$ cat config.mk
export PLATFORM = sky130hd
export DESIGN_NAME = mlfq_process_table_core
export DESIGN_NICKNAME = d
export VERILOG_FILES = /design/src/rtl/core/mpt_pkg.sv /design/src/rtl/core/mpt_ctrl.sv /design/src/rtl/core/mpt_dp.sv /design/src/rtl/core/mlfq_process_table_core.sv
export SDC_FILE = /design/constraint.sdc
export NUM_CORES = 2
export LEC_CHECK = 0
export ABC_AREA = 1
export BUFFER_PORTS_ARGS = -buffer_cell sky130_fd_sc_hd__buf_2
export CORE_MARGIN = 5
export CORE_UTILIZATION = 55
export DETAILED_ROUTE_END_ITERATION = 12
export PLACE_DENSITY = 0.72
export SLEW_MARGIN = 40
export SYNTH_ARGS = -nofsm -noshare
export SYNTH_HDL_FRONTEND = slang
export SYNTH_SLANG_ARGS = --single-unit
export TNS_END_PERCENT = 5
$ cat constraint.sdc
create_clock -name clk -period 8.2 [get_ports clk]
set_clock_uncertainty 0.1 [all_clocks]
set_input_delay 0.82 -clock clk [delete_from_list [all_inputs] [get_ports clk]]
set_output_delay 0.82 -clock clk [all_outputs]
set_load 0.005 [all_outputs]
$ cat src/rtl/core/mpt_pkg.sv
// ----------------------------------------------------------------------------
// mpt_pkg
// shared widths, codes, defaults and control structs of the process table core
// ----------------------------------------------------------------------------
package mpt_pkg;

  // default geometry
  localparam int SLOTS_DEF  = 16;
  localparam int LEVELS_DEF = 5;

  // field widths
  localparam int ACT_W   = 3;
  localparam int PID_W   = 16;
  localparam int ST_W    = 3;
  localparam int LVL_W   = 4;
  localparam int RT_W    = 32;
  localparam int TIME_W  = 64;
  localparam int PER_W   = 32;
  localparam int QB_W    = 24;
  localparam int THR_W   = QB_W + LVL_W + 1;
  localparam int WORD_W  = RT_W + LVL_W + ST_W + PID_W;

  // stream and config port widths
  localparam int S_TDATA_W  = 120;
  localparam int M_TDATA_W  = 56;
  localparam int CFG_IDX_W  = 8;
  localparam int CFG_DATA_W = 32;

  // output word bit positions
  localparam int OUT_LVL_LSB   = PID_W;
  localparam int OUT_RT_LSB    = PID_W + LVL_W;
  localparam int OUT_FOUND_BIT = PID_W + LVL_W + RT_W;
  localparam int OUT_FULL_BIT  = OUT_FOUND_BIT + 1;
  localparam int OUT_RESET_BIT = OUT_FOUND_BIT + 2;

  // action codes
  localparam logic [ACT_W-1:0] ACT_ALLOC    = 3'd0;
  localparam logic [ACT_W-1:0] ACT_FREE     = 3'd1;
  localparam logic [ACT_W-1:0] ACT_FREE_ALL = 3'd2;
  localparam logic [ACT_W-1:0] ACT_SET_ST   = 3'd3;
  localparam logic [ACT_W-1:0] ACT_CHARGE   = 3'd4;
  localparam logic [ACT_W-1:0] ACT_TICK     = 3'd5;

  // status codes
  localparam logic [ST_W-1:0] ST_UNUSED  = 3'd0;
  localparam logic [ST_W-1:0] ST_LOADING = 3'd1;

  // register indexes
  localparam logic [CFG_IDX_W-1:0] CFG_RESET_PERIOD = 8'd0;
  localparam logic [CFG_IDX_W-1:0] CFG_QUANTUM_BASE = 8'd1;
  localparam logic [CFG_IDX_W-1:0] CFG_SHELL_PID    = 8'd2;
  localparam logic [CFG_IDX_W-1:0] CFG_USER_START   = 8'd3;

  // register reset values
  localparam logic [PER_W-1:0] RESET_PERIOD_DEF = 32'd10000000;
  localparam logic [QB_W-1:0]  QUANTUM_BASE_DEF = 24'd100000;
  localparam logic [PID_W-1:0] SHELL_PID_DEF    = 16'd4;
  localparam logic [PID_W-1:0] USER_START_DEF   = 16'd5;

  // controller to datapath
  typedef struct packed {
    logic load;
    logic prep;
    logic scan;
    logic demote;
    logic finish;
  } cmd_t;

  // datapath to controller
  typedef struct packed {
    logic act_ok;
    logic scan_end;
    logic need_demote;
    logic demote_done;
    logic out_free;
  } sts_t;

endpackage

$ cat src/rtl/core/mpt_ctrl.sv
// ----------------------------------------------------------------------------
// mpt_ctrl
// sequencer of the process table: load, prepare, slot scan, demotion, result
// ----------------------------------------------------------------------------
module mpt_ctrl (
  input  logic          clk,
  input  logic          rst,
  input  logic          s_tvalid,
  output logic          s_tready,
  input  mpt_pkg::sts_t sts,
  output mpt_pkg::cmd_t cmd
);

  typedef enum logic [4:0] {
    S_IDLE   = 5'b00001,
    S_PREP   = 5'b00010,
    S_SCAN   = 5'b00100,
    S_DEMOTE = 5'b01000,
    S_OUT    = 5'b10000
  } state_t;

  state_t state, state_next;

  always_ff @(posedge clk) begin
    if (rst) begin
      state <= S_IDLE;
    end else begin
      state <= state_next;
    end
  end

  always_comb begin
    state_next = state;
    cmd        = '0;
    s_tready   = 1'b0;
    unique case (state)
      S_IDLE: begin
        s_tready = 1'b1;
        if (s_tvalid) begin
          cmd.load   = 1'b1;
          state_next = S_PREP;
        end
      end
      S_PREP: begin
        cmd.prep   = 1'b1;
        state_next = sts.act_ok ? S_SCAN : S_OUT;
      end
      S_SCAN: begin
        cmd.scan = 1'b1;
        if (sts.scan_end) begin
          state_next = sts.need_demote ? S_DEMOTE : S_OUT;
        end
      end
      S_DEMOTE: begin
        cmd.demote = 1'b1;
        if (sts.demote_done) begin
          state_next = S_OUT;
        end
      end
      S_OUT: begin
        if (sts.out_free) begin
          cmd.finish = 1'b1;
          state_next = S_IDLE;
        end
      end
      default: begin
        state_next = S_IDLE;
      end
    endcase
  end

endmodule

$ cat src/rtl/core/mpt_dp.sv
// ----------------------------------------------------------------------------
// mpt_dp
// slot memory, scan pipeline, demotion unit, config and result registers
// ----------------------------------------------------------------------------
module mpt_dp #(
  parameter int SLOTS  = mpt_pkg::SLOTS_DEF,
  parameter int LEVELS = mpt_pkg::LEVELS_DEF
) (
  input  logic                            clk,
  input  logic                            rst,
  input  logic [mpt_pkg::S_TDATA_W-1:0]   s_tdata,
  input  logic [mpt_pkg::ACT_W-1:0]       s_tuser,
  input  logic                            cfg_valid,
  input  logic [mpt_pkg::CFG_IDX_W-1:0]   cfg_index,
  input  logic [mpt_pkg::CFG_DATA_W-1:0]  cfg_data,
  input  mpt_pkg::cmd_t                   cmd,
  output mpt_pkg::sts_t                   sts,
  output logic                            m_tvalid,
  input  logic                            m_tready,
  output logic [mpt_pkg::M_TDATA_W-1:0]   m_tdata
);

  localparam int SW = $clog2(SLOTS);
  localparam int CW = SW + 1;
  localparam logic [CW-1:0] SLOTS_CNT = CW'(SLOTS);
  localparam logic [mpt_pkg::LVL_W-1:0] LAST_LVL = mpt_pkg::LVL_W'(LEVELS - 1);

  localparam int PID_W = mpt_pkg::PID_W;
  localparam int ST_W  = mpt_pkg::ST_W;
  localparam int LVL_W = mpt_pkg::LVL_W;
  localparam int RT_W  = mpt_pkg::RT_W;
  localparam int THR_W = mpt_pkg::THR_W;

  // config registers
  logic [mpt_pkg::PER_W-1:0] reset_period;
  logic [mpt_pkg::QB_W-1:0]  quantum_base;
  logic [PID_W-1:0]          shell_pid;
  logic [PID_W-1:0]          user_start_pid;

  // captured item
  logic [mpt_pkg::ACT_W-1:0]  act_q;
  logic [PID_W-1:0]           pid_q;
  logic [ST_W-1:0]            nst_q;
  logic [RT_W-1:0]            run_q;
  logic [mpt_pkg::TIME_W-1:0] now_q;
  logic                       tty_q;

  // persistent state
  logic [PID_W-1:0]           pid_counter;
  logic [mpt_pkg::TIME_W-1:0] last_reset;

  // slot memory, entries not yet written read as zero
  logic [mpt_pkg::WORD_W-1:0] mem [SLOTS];
  logic [SLOTS-1:0]           slot_valid;
  logic [mpt_pkg::WORD_W-1:0] rd_q;
  logic                       rd_ok_q;

  // scan control
  logic [CW-1:0] issue_cnt;
  logic          rd_vld;
  logic [SW-1:0] rd_addr;
  logic [SW-1:0] ev_addr;
  logic          stop_q;
  logic          hit_q;
  logic          issue;
  logic          ev;

  // result and working registers
  logic [SW-1:0]    hit_addr;
  logic [PID_W-1:0] hit_pid;
  logic [ST_W-1:0]  hit_st;
  logic [LVL_W-1:0] cap_lvl;
  logic [RT_W-1:0]  cap_rt;
  logic [THR_W-1:0] thr_q;
  logic [PID_W-1:0] res_pid_q;
  logic             found_q;
  logic             full_q;
  logic             fire_q;

  // evaluated word
  logic [mpt_pkg::WORD_W-1:0] word;
  logic [PID_W-1:0]           w_pid;
  logic [ST_W-1:0]            w_st;
  logic [LVL_W-1:0]           w_lvl;
  logic [RT_W-1:0]            w_rt;
  logic                       w_live;
  logic                       w_match;
  logic                       w_shell;
  logic [RT_W:0]              sum_wide;
  logic [RT_W-1:0]            sum_sat;
  logic [THR_W-1:0]           thr_init;
  logic [PID_W-1:0]           pid_inc;

  // tick window
  logic [mpt_pkg::TIME_W-1:0] lrt_eff;
  logic [mpt_pkg::TIME_W-1:0] elapsed;
  logic                       fire;

  // demotion
  logic dem_go;

  // memory write port
  logic                       wr_en;
  logic [SW-1:0]              wr_addr;
  logic [mpt_pkg::WORD_W-1:0] wr_word;

  logic [PID_W-1:0] res_pid;

  assign rd_addr = issue_cnt[SW-1:0];
  assign issue   = cmd.scan && !stop_q && (issue_cnt != SLOTS_CNT);
  assign ev      = cmd.scan && rd_vld && !stop_q;

  assign word    = rd_ok_q ? rd_q : '0;
  assign w_pid   = word[PID_W-1:0];
  assign w_st    = word[PID_W +: ST_W];
  assign w_lvl   = word[PID_W+ST_W +: LVL_W];
  assign w_rt    = word[PID_W+ST_W+LVL_W +: RT_W];
  assign w_live  = (w_st != mpt_pkg::ST_UNUSED);
  assign w_match = w_live && (w_pid == pid_q);
  assign w_shell = w_live && (w_pid == shell_pid) && !hit_q;

  assign sum_wide = {1'b0, w_rt} + {1'b0, run_q};
  assign sum_sat  = sum_wide[RT_W] ? '1 : sum_wide[RT_W-1:0];
  assign thr_init = THR_W'(({1'b0, w_lvl} + (LVL_W+1)'(1)) * quantum_base);
  assign pid_inc  = pid_counter + PID_W'(1);

  assign lrt_eff = (last_reset == '0) ? now_q : last_reset;
  assign elapsed = now_q - lrt_eff;
  assign fire    = elapsed >= mpt_pkg::TIME_W'(reset_period);

  assign dem_go  = (cap_lvl < LAST_LVL) && (cap_rt > RT_W'(thr_q));

  assign sts.act_ok      = (act_q <= mpt_pkg::ACT_TICK);
  assign sts.scan_end    = stop_q || ((issue_cnt == SLOTS_CNT) && !rd_vld);
  assign sts.need_demote = (act_q == mpt_pkg::ACT_CHARGE) && hit_q;
  assign sts.demote_done = !dem_go;
  assign sts.out_free    = !m_tvalid || m_tready;

  // write port: scan updates in place, charge writes back after demotion
  always_comb begin
    wr_en   = 1'b0;
    wr_addr = ev_addr;
    wr_word = word;
    if (ev) begin
      unique case (act_q)
        mpt_pkg::ACT_ALLOC: begin
          if (!w_live) begin
            wr_en   = 1'b1;
            wr_word = {{RT_W{1'b0}}, {LVL_W{1'b0}}, mpt_pkg::ST_LOADING, pid_inc};
          end
        end
        mpt_pkg::ACT_FREE, mpt_pkg::ACT_SET_ST: begin
          if (w_match) begin
            wr_en   = 1'b1;
            wr_word = {w_rt, w_lvl,
                       (act_q == mpt_pkg::ACT_FREE) ? mpt_pkg::ST_UNUSED : nst_q, w_pid};
          end
        end
        mpt_pkg::ACT_FREE_ALL: begin
          if (w_live && (w_pid >= user_start_pid)) begin
            wr_en   = 1'b1;
            wr_word = {w_rt, w_lvl, mpt_pkg::ST_UNUSED, w_pid};
          end
        end
        mpt_pkg::ACT_TICK: begin
          if (w_live && (fire_q || (tty_q && w_shell))) begin
            wr_en   = 1'b1;
            wr_word = {{RT_W{1'b0}}, {LVL_W{1'b0}}, w_st, w_pid};
          end
        end
        default: begin
          wr_en = 1'b0;
        end
      endcase
    end
    if (cmd.demote && !dem_go) begin
      wr_en   = 1'b1;
      wr_addr = hit_addr;
      wr_word = {cap_rt, cap_lvl, hit_st, hit_pid};
    end
  end

  always_ff @(posedge clk) begin
    if (wr_en) begin
      mem[wr_addr] <= wr_word;
    end
    rd_q    <= mem[rd_addr];
    rd_ok_q <= slot_valid[rd_addr];
  end

  // control state
  always_ff @(posedge clk) begin
    if (rst) begin
      reset_period   <= mpt_pkg::RESET_PERIOD_DEF;
      quantum_base   <= mpt_pkg::QUANTUM_BASE_DEF;
      shell_pid      <= mpt_pkg::SHELL_PID_DEF;
      user_start_pid <= mpt_pkg::USER_START_DEF;
      pid_counter    <= '0;
      last_reset     <= '0;
      slot_valid     <= '0;
      issue_cnt      <= '0;
      rd_vld         <= 1'b0;
      stop_q         <= 1'b0;
      hit_q          <= 1'b0;
      found_q        <= 1'b0;
      full_q         <= 1'b0;
      fire_q         <= 1'b0;
      m_tvalid       <= 1'b0;
    end else begin
      if (cfg_valid) begin
        unique case (cfg_index)
          mpt_pkg::CFG_RESET_PERIOD: reset_period   <= cfg_data;
          mpt_pkg::CFG_QUANTUM_BASE: quantum_base   <= cfg_data[mpt_pkg::QB_W-1:0];
          mpt_pkg::CFG_SHELL_PID:    shell_pid      <= cfg_data[PID_W-1:0];
          mpt_pkg::CFG_USER_START:   user_start_pid <= cfg_data[PID_W-1:0];
          default: begin
          end
        endcase
      end

      if (wr_en) begin
        slot_valid[wr_addr] <= 1'b1;
      end

      if (cmd.load) begin
        issue_cnt <= '0;
        rd_vld    <= 1'b0;
        stop_q    <= 1'b0;
        hit_q     <= 1'b0;
        found_q   <= 1'b0;
        full_q    <= 1'b0;
        fire_q    <= 1'b0;
      end

      if (cmd.prep && (act_q == mpt_pkg::ACT_TICK)) begin
        last_reset <= fire ? now_q : lrt_eff;
        fire_q     <= fire;
      end

      if (cmd.scan) begin
        rd_vld <= issue;
        if (issue) begin
          issue_cnt <= issue_cnt + CW'(1);
        end
        if (sts.scan_end && (act_q == mpt_pkg::ACT_ALLOC) && !hit_q) begin
          full_q <= 1'b1;
        end
      end

      if (ev) begin
        unique case (act_q)
          mpt_pkg::ACT_ALLOC: begin
            if (!w_live) begin
              hit_q       <= 1'b1;
              stop_q      <= 1'b1;
              pid_counter <= pid_inc;
            end
          end
          mpt_pkg::ACT_FREE, mpt_pkg::ACT_SET_ST: begin
            if (w_match) begin
              hit_q   <= 1'b1;
              found_q <= 1'b1;
            end
          end
          mpt_pkg::ACT_FREE_ALL: begin
            if (w_live && (w_pid >= user_start_pid)) begin
              found_q <= 1'b1;
            end
          end
          mpt_pkg::ACT_CHARGE: begin
            if (w_match) begin
              hit_q   <= 1'b1;
              stop_q  <= 1'b1;
              found_q <= 1'b1;
            end
          end
          mpt_pkg::ACT_TICK: begin
            if (w_shell) begin
              hit_q   <= 1'b1;
              found_q <= 1'b1;
            end
          end
          default: begin
          end
        endcase
      end

      if (cmd.finish) begin
        m_tvalid <= 1'b1;
      end else if (m_tready) begin
        m_tvalid <= 1'b0;
      end
    end
  end

  // result word source
  always_comb begin
    unique case (act_q)
      mpt_pkg::ACT_ALLOC:                         res_pid = res_pid_q;
      mpt_pkg::ACT_FREE, mpt_pkg::ACT_SET_ST,
      mpt_pkg::ACT_CHARGE:                        res_pid = pid_q;
      mpt_pkg::ACT_TICK:                          res_pid = shell_pid;
      default:                                    res_pid = '0;
    endcase
  end

  // payload
  always_ff @(posedge clk) begin
    if (cmd.load) begin
      act_q     <= s_tuser;
      pid_q     <= s_tdata[15:0];
      nst_q     <= s_tdata[18:16];
      run_q     <= s_tdata[50:19];
      now_q     <= s_tdata[114:51];
      tty_q     <= s_tdata[115];
      cap_lvl   <= '0;
      cap_rt    <= '0;
      res_pid_q <= '0;
    end

    if (issue) begin
      ev_addr <= rd_addr;
    end

    if (ev) begin
      unique case (act_q)
        mpt_pkg::ACT_ALLOC: begin
          if (!w_live) begin
            res_pid_q <= pid_inc;
          end
        end
        mpt_pkg::ACT_FREE, mpt_pkg::ACT_SET_ST: begin
          if (w_match && !hit_q) begin
            cap_lvl <= w_lvl;
            cap_rt  <= w_rt;
          end
        end
        mpt_pkg::ACT_CHARGE: begin
          if (w_match) begin
            hit_addr <= ev_addr;
            hit_pid  <= w_pid;
            hit_st   <= w_st;
            cap_lvl  <= w_lvl;
            cap_rt   <= sum_sat;
            thr_q    <= thr_init;
          end
        end
        mpt_pkg::ACT_TICK: begin
          if (w_shell) begin
            cap_lvl <= (fire_q || tty_q) ? '0 : w_lvl;
            cap_rt  <= (fire_q || tty_q) ? '0 : w_rt;
          end
        end
        default: begin
        end
      endcase
    end

    // one demotion per cycle, threshold grows by one quantum per level
    if (cmd.demote && dem_go) begin
      cap_rt  <= cap_rt - RT_W'(thr_q);
      cap_lvl <= cap_lvl + LVL_W'(1);
      thr_q   <= thr_q + THR_W'(quantum_base);
    end

    if (cmd.finish) begin
      m_tdata <= {1'b0, fire_q, full_q, found_q, cap_rt, cap_lvl, res_pid};
    end
  end

endmodule

$ cat src/rtl/core/mlfq_process_table_core.sv
// ----------------------------------------------------------------------------
// mlfq_process_table_core
// process table of a multilevel feedback queue scheduler
// ----------------------------------------------------------------------------
//
// channel | direction | handshake          | payload
// --------+-----------+--------------------+------------------------------------
// s_      | in        | s_tvalid/s_tready  | s_tuser action, s_tdata request
// m_      | out       | m_tvalid/m_tready  | m_tdata result, one per request
// cfg_    | in        | cfg_valid/cfg_ready| cfg_index register, cfg_data value
//
// one request at a time: load, prepare, a scan of the slots, then for a charge
// that finds its pid the demotion steps and a write-back, then the result
// register load; the scan walks the single read port of the slot memory
// one slot per cycle; undefined actions skip the scan
// rst is synchronous; slots come up unused, no clearing pass is needed
// a result waiting on m_tready does not block the next request transfer;
// only the result register load waits for it
// cfg_ready is always high; the user must write registers only while idle,
// the block itself does not enforce it
module mlfq_process_table_core #(
  parameter int SLOTS  = mpt_pkg::SLOTS_DEF,   // 2 .. 256
  parameter int LEVELS = mpt_pkg::LEVELS_DEF   // 2 .. 16
) (
  input  logic                            clk,
  input  logic                            rst,
  // request stream
  input  logic                            s_tvalid,
  output logic                            s_tready,
  // pid[15:0], new_status[18:16], runtime_us[50:19], now_us[114:51],
  // tty_pending[115], zero pad [119:116]
  input  logic [mpt_pkg::S_TDATA_W-1:0]   s_tdata,
  // action[2:0]
  input  logic [mpt_pkg::ACT_W-1:0]       s_tuser,
  // result stream
  output logic                            m_tvalid,
  input  logic                            m_tready,
  // result_pid[15:0], level_out[19:16], runtime_out[51:20], found[52],
  // table_full[53], levels_reset[54], zero pad [55]
  output logic [mpt_pkg::M_TDATA_W-1:0]   m_tdata,
  // register writes
  input  logic                            cfg_valid,
  output logic                            cfg_ready,
  input  logic [mpt_pkg::CFG_IDX_W-1:0]   cfg_index,
  input  logic [mpt_pkg::CFG_DATA_W-1:0]  cfg_data
);

  mpt_pkg::cmd_t cmd;
  mpt_pkg::sts_t sts;

  // config transfer lands in the same cycle
  assign cfg_ready = 1'b1;

  // sequencer
  mpt_ctrl u_ctrl (
    .clk      (clk),
    .rst      (rst),
    .s_tvalid (s_tvalid),
    .s_tready (s_tready),
    .sts      (sts),
    .cmd      (cmd)
  );

  // slot memory, scan and demotion datapath
  mpt_dp #(
    .SLOTS  (SLOTS),
    .LEVELS (LEVELS)
  ) u_dp (
    .clk       (clk),
    .rst       (rst),
    .s_tdata   (s_tdata),
    .s_tuser   (s_tuser),
    .cfg_valid (cfg_valid),
    .cfg_index (cfg_index),
    .cfg_data  (cfg_data),
    .cmd       (cmd),
    .sts       (sts),
    .m_tvalid  (m_tvalid),
    .m_tready  (m_tready),
    .m_tdata   (m_tdata)
  );

endmodule

## Yosys cells after proc, flatten, opt, wreduce, memory -nomap -nowiden

Memory sizes are Yosys's and may differ from the RTL's. A register that Yosys moved wholly into a read port is not among the register bits.
Cells that the tools add are included.

- Add/sub/neg operators: 8
- Multipliers: 1
- $lt $le $gt $ge: 8
- Equal/unequal tests: 21
- Multiplexer cells: 94
- Bitwise operators: 2
- Reductions and logical operators: 49

Operator list:

| kind | number |
|---|---|
| 55-bit 2-to-1 mux | 5 |
| 32-bit 2-to-1 mux | 8 |
| 55-bit case mux with 4 select lines | 1 |
| 64-bit 2-to-1 mux | 2 |
| 29-bit 2-to-1 mux | 4 |
| 32-bit case mux with 3 select lines | 1 |
| 64-bit by 32-bit greater-or-equal comparator with 1-bit output | 1 |
| 64-bit zero test | 1 |
| 16-bit 2-to-1 mux | 4 |
| 64-bit subtractor | 1 |
| 16-bit case mux with 3 select lines | 1 |
| 5-bit 2-to-1 mux | 9 |
| 1-bit 2-to-1 mux | 40 |
| 19-bit 2-to-1 mux | 2 |
| 32-bit by 32-bit adder with 33-bit output | 1 |
| 16-bit equality test | 2 |
| 32-bit by 29-bit > comparator with 1-bit output | 1 |
| 4-bit 2-to-1 mux | 8 |
| 32-bit by 29-bit subtractor with 32-bit output | 1 |
| 29-bit by 24-bit adder with 29-bit output | 1 |
| 29-bit by 24-bit multiplier with 29-bit output | 1 |
| 5-bit case mux with 5 select lines | 1 |
| 1-bit logical AND | 20 |
| 16-bit by 1-bit adder with 16-bit output (second input constant) | 1 |
| 41 further kinds | 66 |

- Register bits: 484
- RAM bits: 880
- Input bits: 168
- Output and inout port bits: 59
- Word-level logic and storage cells: 216
- Memories kept: 1

Memories:

| memory | depth | bits a word | rd ports | clocked after Yosys merged registers in | write ports | line | text |
|---|---|---|---|---|---|---|---|
| u_dp.mem | 16 | 55 | 1 | 1 | 1 | mpt_dp.sv:53 | `logic [mpt_pkg::WORD_W-1:0] mem [SLOTS];` |

## Longest topological paths before layout

- Word-level depth: 13
- Mapped depth: 42
- Gate-level depth less buffers: 38

## Modules after synthesis

Synthesis repeated with hierarchy kept, for this count alone.

- Cell total of the unflattened synthesis: 7515
- Area total of the unflattened synthesis: 70525.1 µm²

By module, submodules not included:

| module | instances | cells an instance | area an instance (µm²) | sequential area each (µm²) |
|---|---|---|---|---|
| mpt_dp | 1 | 7454 | 70152.3 | 39417.8 |
| mpt_ctrl | 1 | 59 | 361.6 | 100.1 |
| mlfq_process_table_core | 1 | 2 | 11.3 | 0.0 |

## Least setup slack after synthesis

No wires, ideal clock.

- Kind: register to register
- From: register u_dp.rd_ok_q
- To: register u_dp.thr_q[25], data pin
- Setup time: 0.266 ns
- Data arrival time: 5.971 ns
- Path slack: 1.862 ns
- Stages on the path, launching flop included: 36
- Path buffers: 4
- Cell sequence: dfxtp_1 buf_2 clkbuf_1 nand2_1 inv_1 buf_1 ha_1 inv_1 nor2_1 nand2_1 inv_1 clkbuf_1 nand2_1 fa_1 inv_1 fa_1 fa_1 ha_1 nand2_1 o21ai_0 nand3_1 nand2_1 nand3_1 nand2_1 nand2_1 nand2_1 nand3_1 nand2_1 nand2_1 nand2_1 inv_1 o21ai_0 a21oi_1 o21a_1 xor2_1 o22ai_1

- Longest elaborated chain between the ends: 7

RTL lines:

| item | line | text |
|---|---|---|
| start: declaration | mpt_dp.sv:56 | `logic rd_ok_q;` |
| start signal: assignment | mpt_dp.sv:188 | `rd_ok_q <= slot_valid[rd_addr];` |
| 55-bit 2-to-1 mux | mpt_dp.sv:113 | `assign word = rd_ok_q ? rd_q : '0;` |
| 4-bit by 1-bit adder with 5-bit output | mpt_dp.sv:124 | `assign thr_init = THR_W'(({1'b0, w_lvl} + (LVL_W+1)'(1)) * quantum_base);` |
| 29-bit by 24-bit multiplier with 29-bit output | mpt_dp.sv:124 |  |
| 29-bit 2-to-1 mux | mpt_dp.sv:339 | `if (w_match) begin` |
| 29-bit 2-to-1 mux | mpt_dp.sv:326 | `unique case (act_q)` |
| 29-bit 2-to-1 mux | mpt_dp.sv:325 | `if (ev) begin` |
| 29-bit 2-to-1 mux | mpt_dp.sv:360 | `if (cmd.demote && dem_go) begin` |
| end signal: assignment | mpt_dp.sv:345 | `thr_q <= thr_init;` |
| end signal: assignment | mpt_dp.sv:363 | `thr_q <= thr_q + THR_W'(quantum_base);` |
| end: declaration | mpt_dp.sv:74 | `logic [THR_W-1:0] thr_q;` |

Every way passes these cells. The select of a mux whose other input is x is not followed.
A chain may end at the register's enable or synchronous reset.

## Worst setup path in the final report

- From: register u_dp.last_reset[5] (netlist name)
- To: register u_dp.last_reset[41] (netlist name)

- Longest elaborated chain between the ends: 5

RTL lines:

| item | line | text |
|---|---|---|
| start: declaration | mpt_dp.sv:50 | `logic [mpt_pkg::TIME_W-1:0] last_reset;` |
| start signal: assignment | mpt_dp.sv:236 | `last_reset <= fire ? now_q : lrt_eff;` |
| 64-bit zero test | mpt_dp.sv:127 | `assign lrt_eff = (last_reset == '0) ? now_q : last_reset;` |
| 64-bit 2-to-1 mux (*) | mpt_dp.sv:127 |  |
| 64-bit subtractor | mpt_dp.sv:128 | `assign elapsed = now_q - lrt_eff;` |
| 64-bit by 32-bit greater-or-equal comparator with 1-bit output | mpt_dp.sv:129 | `assign fire = elapsed >= mpt_pkg::TIME_W'(reset_period);` |
| 64-bit 2-to-1 mux (*) | mpt_dp.sv:236 |  |

Mark *: on every way between the ends. The rest lies on a longest branch, timed or not.

==> flow_summary.yaml <==
clock_network:
  clk_pin_slew_ns: 0.06
  htreeDepth: 4
  cts_buffers: 148
  postCtsSetupRepairBufs: 0
  cts_resized: 0
  clock_latency_ns: 0.81
  clock_path_buffers: 3
  cts_tree: "done"
  ctsHoldBuffers: 0
  clock-root-buffer: "clkbuf_16"
  cts.sinks: 1419
sta:
  setup_violations: 0
  slew_violations: 0
  max_freq_mhz: 142
  setup_tns_ns: 0
  max_slew_margin_pct: 38.5
  worst_slew_pin_slew_ns: 0.923
  hold_viol_final: 0
  period_needed_ns: 7.02
  fin_crit_sh_pct: 85.6
  rsz0062_at_grt: "no"
logic_synthesis:
  syn_inst: 7556
  netlist_area_um2: 70800
  synthMuxAreaShare_pct: 0
  synth_compound_area_share_pct: 14.6
  synth-simple-area-share_pct: 15.8
  async_reset_ff_share_pct: 0
  synth_xor_area_share_pct: 1.62
  synth_adder_area_share_pct: 5.93
  synthFlopType: "edfxtp_1"
  syn-num-nets: 8018
  ys_seq_area_share_pct: 55.8
  ys_warn_count: 0
  synth_top_family_by_area: "simple AND/OR/NAND/NOR gates"
  synth_edf_count: 1110
  synthDistinctLibCells: 59
  syn_area_per_cell_um2: 9.37
  ys_ff_latch: 1419
critical_path:
  slowest_stage: "buf_4"
  timing.rr.start: "u_dp.last_reset[5]$_SDFFE_PP0P_"
  cp_common_cell: "nor2_1"
  path_max_fanout: 64
  cp_data_arrival_time_ns: 7.54
  cp-start-kind: "flip-flop"
  rr_endpoint: "u_dp.last_reset[41]$_SDFFE_PP0P_"
  rr_worst_depth: 36
  required_ns: 8.73
  worstSetupEndpointType: "flip-flop"
  ff2ff_setup_slack_ns: 1.18
  slowest_delay_ns: 0.63
  criticalPathCategory: "reg2reg"
finish:
  area_growth_pct: 11.1
  drive_gt1_share_pct: 8.36
  stdcell_area_um2: 78700
  layout.nets: 8132
  final_util_pct: 61.6
floorplanning:
  ioPinCount: 227
  die_width_um: 369
  die-height_um: 369
  coreArea_um2: 128000
  num_rows: 131
  start_util_pct: 55.4
  fp.dieArea_um2: 136000
power:
  p_comb_share_pct: 15.8
  seqPwrFrac_pct: 45.1
  leakage_nw: 30.9
  pwr-share-clk_pct: 39.0
  peakVddDrop_mv: 0.228
  pwr_density_cell_nw_per_um2: 224
  p_int_mw: 12.6
  swShare_pct: 28.2
  power_switching_mw: 4.96
hold_path:
  holdCritStartpoint: "s_tuser[0]"
  hold_depth: 1
  hold_path_class: "in2reg"
  whs_endpoint: "u_dp.act_q[0]$_DFFE_PP_"
global_route:
  grt_overflow: 0
  track_usage_pct: 31.3
  grt_max_degree: 200
  grt_pass1_wl_mm: 328
  antenna_found_initial: 9
  grt_pass1_vias: 53400
placement:
  portBuffers: 220
  gp_congestion: 0.978
  dp_hpwl_mm: 147
  place_area_um2: 73600
detailed_routing:
  first_pass_iters: 7
  drt_iter0_markers: 7138
  wl_per_cell_um: 23.1
  drc: 0
  vias: 57200
  routed_wl_mm: 219
  vias_per_cell: 6.05
  ant_nets: 0
outcome:
  status: "finished clean"
flow_run:
  maxCapViolCount: 0
## flip-flops by register name, summed over array words and instances, names as in the netlist, 24 cells and up
register / flops
u_dp.cap_rt: 32
u_dp.last_reset: 64
u_dp.m_tdata: 55
u_dp.mem: 880
u_dp.now_q: 64
u_dp.quantum_base: 24
u_dp.rd_q: 55
u_dp.reset_period: 32
u_dp.run_q: 32
u_dp.thr_q: 29
## stage by stage
step                cells  hold WS (ns)  power [mW]  setup WS, ns
finish               9463        0.0908        17.6          1.18
global route         9460        0.0579        18.3         0.605
CTS                  9456        0.0368        17.6          1.29
detailed placement   9181         0.333        10.8          1.33
global placement     9178         0.330        10.8          1.39
floorplan            7556         0.306        9.91          1.86
## layout make-up
| class | count | area (µm²) |
|---|---|---|
| Clock inverter | 68 | 872 |
| Tap cell | 1662 | 2080 |
| Fill cell | 10500 | 49000 |
| Clock buffer | 207 | 4160 |
| Inverter | 784 | 3010 |
| Sequential cell | 1419 | 39500 |
| Multi-Input combinational cell | 4998 | 27100 |
| Timing Repair Buffer | 319 | 1930 |
| Antenna cell | 6 | 15.0 |
## kinds of logic after synthesis
family | count (synthesis)
buffers and inverters | 1139
xor gates and xnor gates | 131
adders and majority gates | 294
DFF | 1419
AOI/OAI and AO/OA | 1856
and+or+nand+nor | 2715
other | 2
## cells in the final DEF (no fill, tap or decap), drive strengths merged, types with 9 or more instances in the layout
master  netlist  final
a211oi       10     10
a21boi       14     14
a21o          9      9
a21oi       563    563
a31oi        52     52
buf          52    319
bufinv        0     11
clkbuf      303    207
clkinv        8     65
dfxtp       309    309
edfxtp     1110   1110
fa           69     69
ha          225    225
inv         776    769
nand2      1320   1320
nand3       435    435
nand3b       19     19
nand4        38     38
nor2        828    828
nor3         43     43
nor4         10     10
o211ai       64     64
o21a         13     13
o21ai       825    825
o21bai       12     12
o221ai      102    102
o22ai       159    159
or2          14     14
xnor2        66     66
xor2         65     65
## how the worst max path moves through the flow
| stage | depth (start not counted) | slack [ns] | from | endpoint |
|---|---|---|---|---|
| 2_1_floorplan | 35 | 1.86 | u_dp.rd_ok_q$_DFF_P_ | u_dp.thr_q[25]$_DFFE_PP_ |
| 3_3_place_gp | 36 | 1.39 | u_dp.last_reset[4]$_SDFFE_PP0P_ | u_dp.last_reset[7]$_SDFFE_PP0P_ |
| 3_5_place_dp | 36 | 1.33 | u_dp.last_reset[5]$_SDFFE_PP0P_ | u_dp.last_reset[5]$_SDFFE_PP0P_ |
| 4_1_cts | 36 | 1.29 | u_dp.last_reset[5]$_SDFFE_PP0P_ | u_dp.last_reset[30]$_SDFFE_PP0P_ |
| 5_1_grt | 36 | 0.61 | u_dp.last_reset[4]$_SDFFE_PP0P_ | u_dp.last_reset[30]$_SDFFE_PP0P_ |
| 6_report | 36 | 1.18 | u_dp.last_reset[5]$_SDFFE_PP0P_ | u_dp.last_reset[41]$_SDFFE_PP0P_ |
## routing by layer
metal / wire length, µm / GRT usage (%)
met1: 92800 / 46.9
met4: 6150 / 9.33
met2: 95300 / 46.9
met5: 0 / 0
met3: 24200 / 5.72
## Yosys cell counts (9+ instances only)
library cell / count / area [µm²]
fa_1: 69 / 1380
a31oi_1: 52 / 325
xnor2_1: 66 / 578
buf_2: 24 / 120
clkbuf_1: 303 / 1140
o22ai_1: 159 / 995
nand3b_1: 19 / 143
or2_2: 14 / 87.6
a21o_1: 9 / 67.6
a211oi_1: 10 / 75.1
o221ai_1: 102 / 893
o211ai_1: 64 / 480
o21a_1: 13 / 97.6
edfxtp_1: 1110 / 33300
ha_1: 225 / 2820
a21boi_0: 14 / 105
nand3_1: 420 / 2100
dfxtp_1: 309 / 6190
nand2_1: 1307 / 4910
xor2_1: 65 / 569
buf_1: 18 / 67.6
nand3_2: 15 / 150
inv_1: 770 / 2890
nor2_1: 819 / 3070
nand4_1: 38 / 238
o21bai_1: 12 / 90.1
nand2_2: 12 / 75.1
nor3_1: 43 / 215
nor4_1: 10 / 62.6
o21ai_0: 821 / 4110
a21oi_1: 562 / 2810
## power by group through the flow
stage | Combinational (mW) | Clock (mW) | Sequential, mW
2_1_floorplan | 1.87 | 0 | 8.04
3_3_place_gp | 2.69 | 0 | 8.09
3_5_place_dp | 2.72 | 0 | 8.09
4_1_cts | 2.74 | 6.94 | 7.94
5_1_grt | 3.07 | 7.27 | 7.95
6_report | 2.79 | 6.87 | 7.95
## critical path: cells and delay by family (launching register included)
kind                     cells  cell delay [ns]
AND/OR/NAND/NOR             22             2.70
XOR/XNOR                     1             0.26
buffers and inverters        6             2.07
flip-flops                   1             0.35
AO/OA/AOI/OAI                5             0.57
adder cells (fa/ha/maj)      2             0.73
Note: power is estimated with default switching activity, not from simulation.
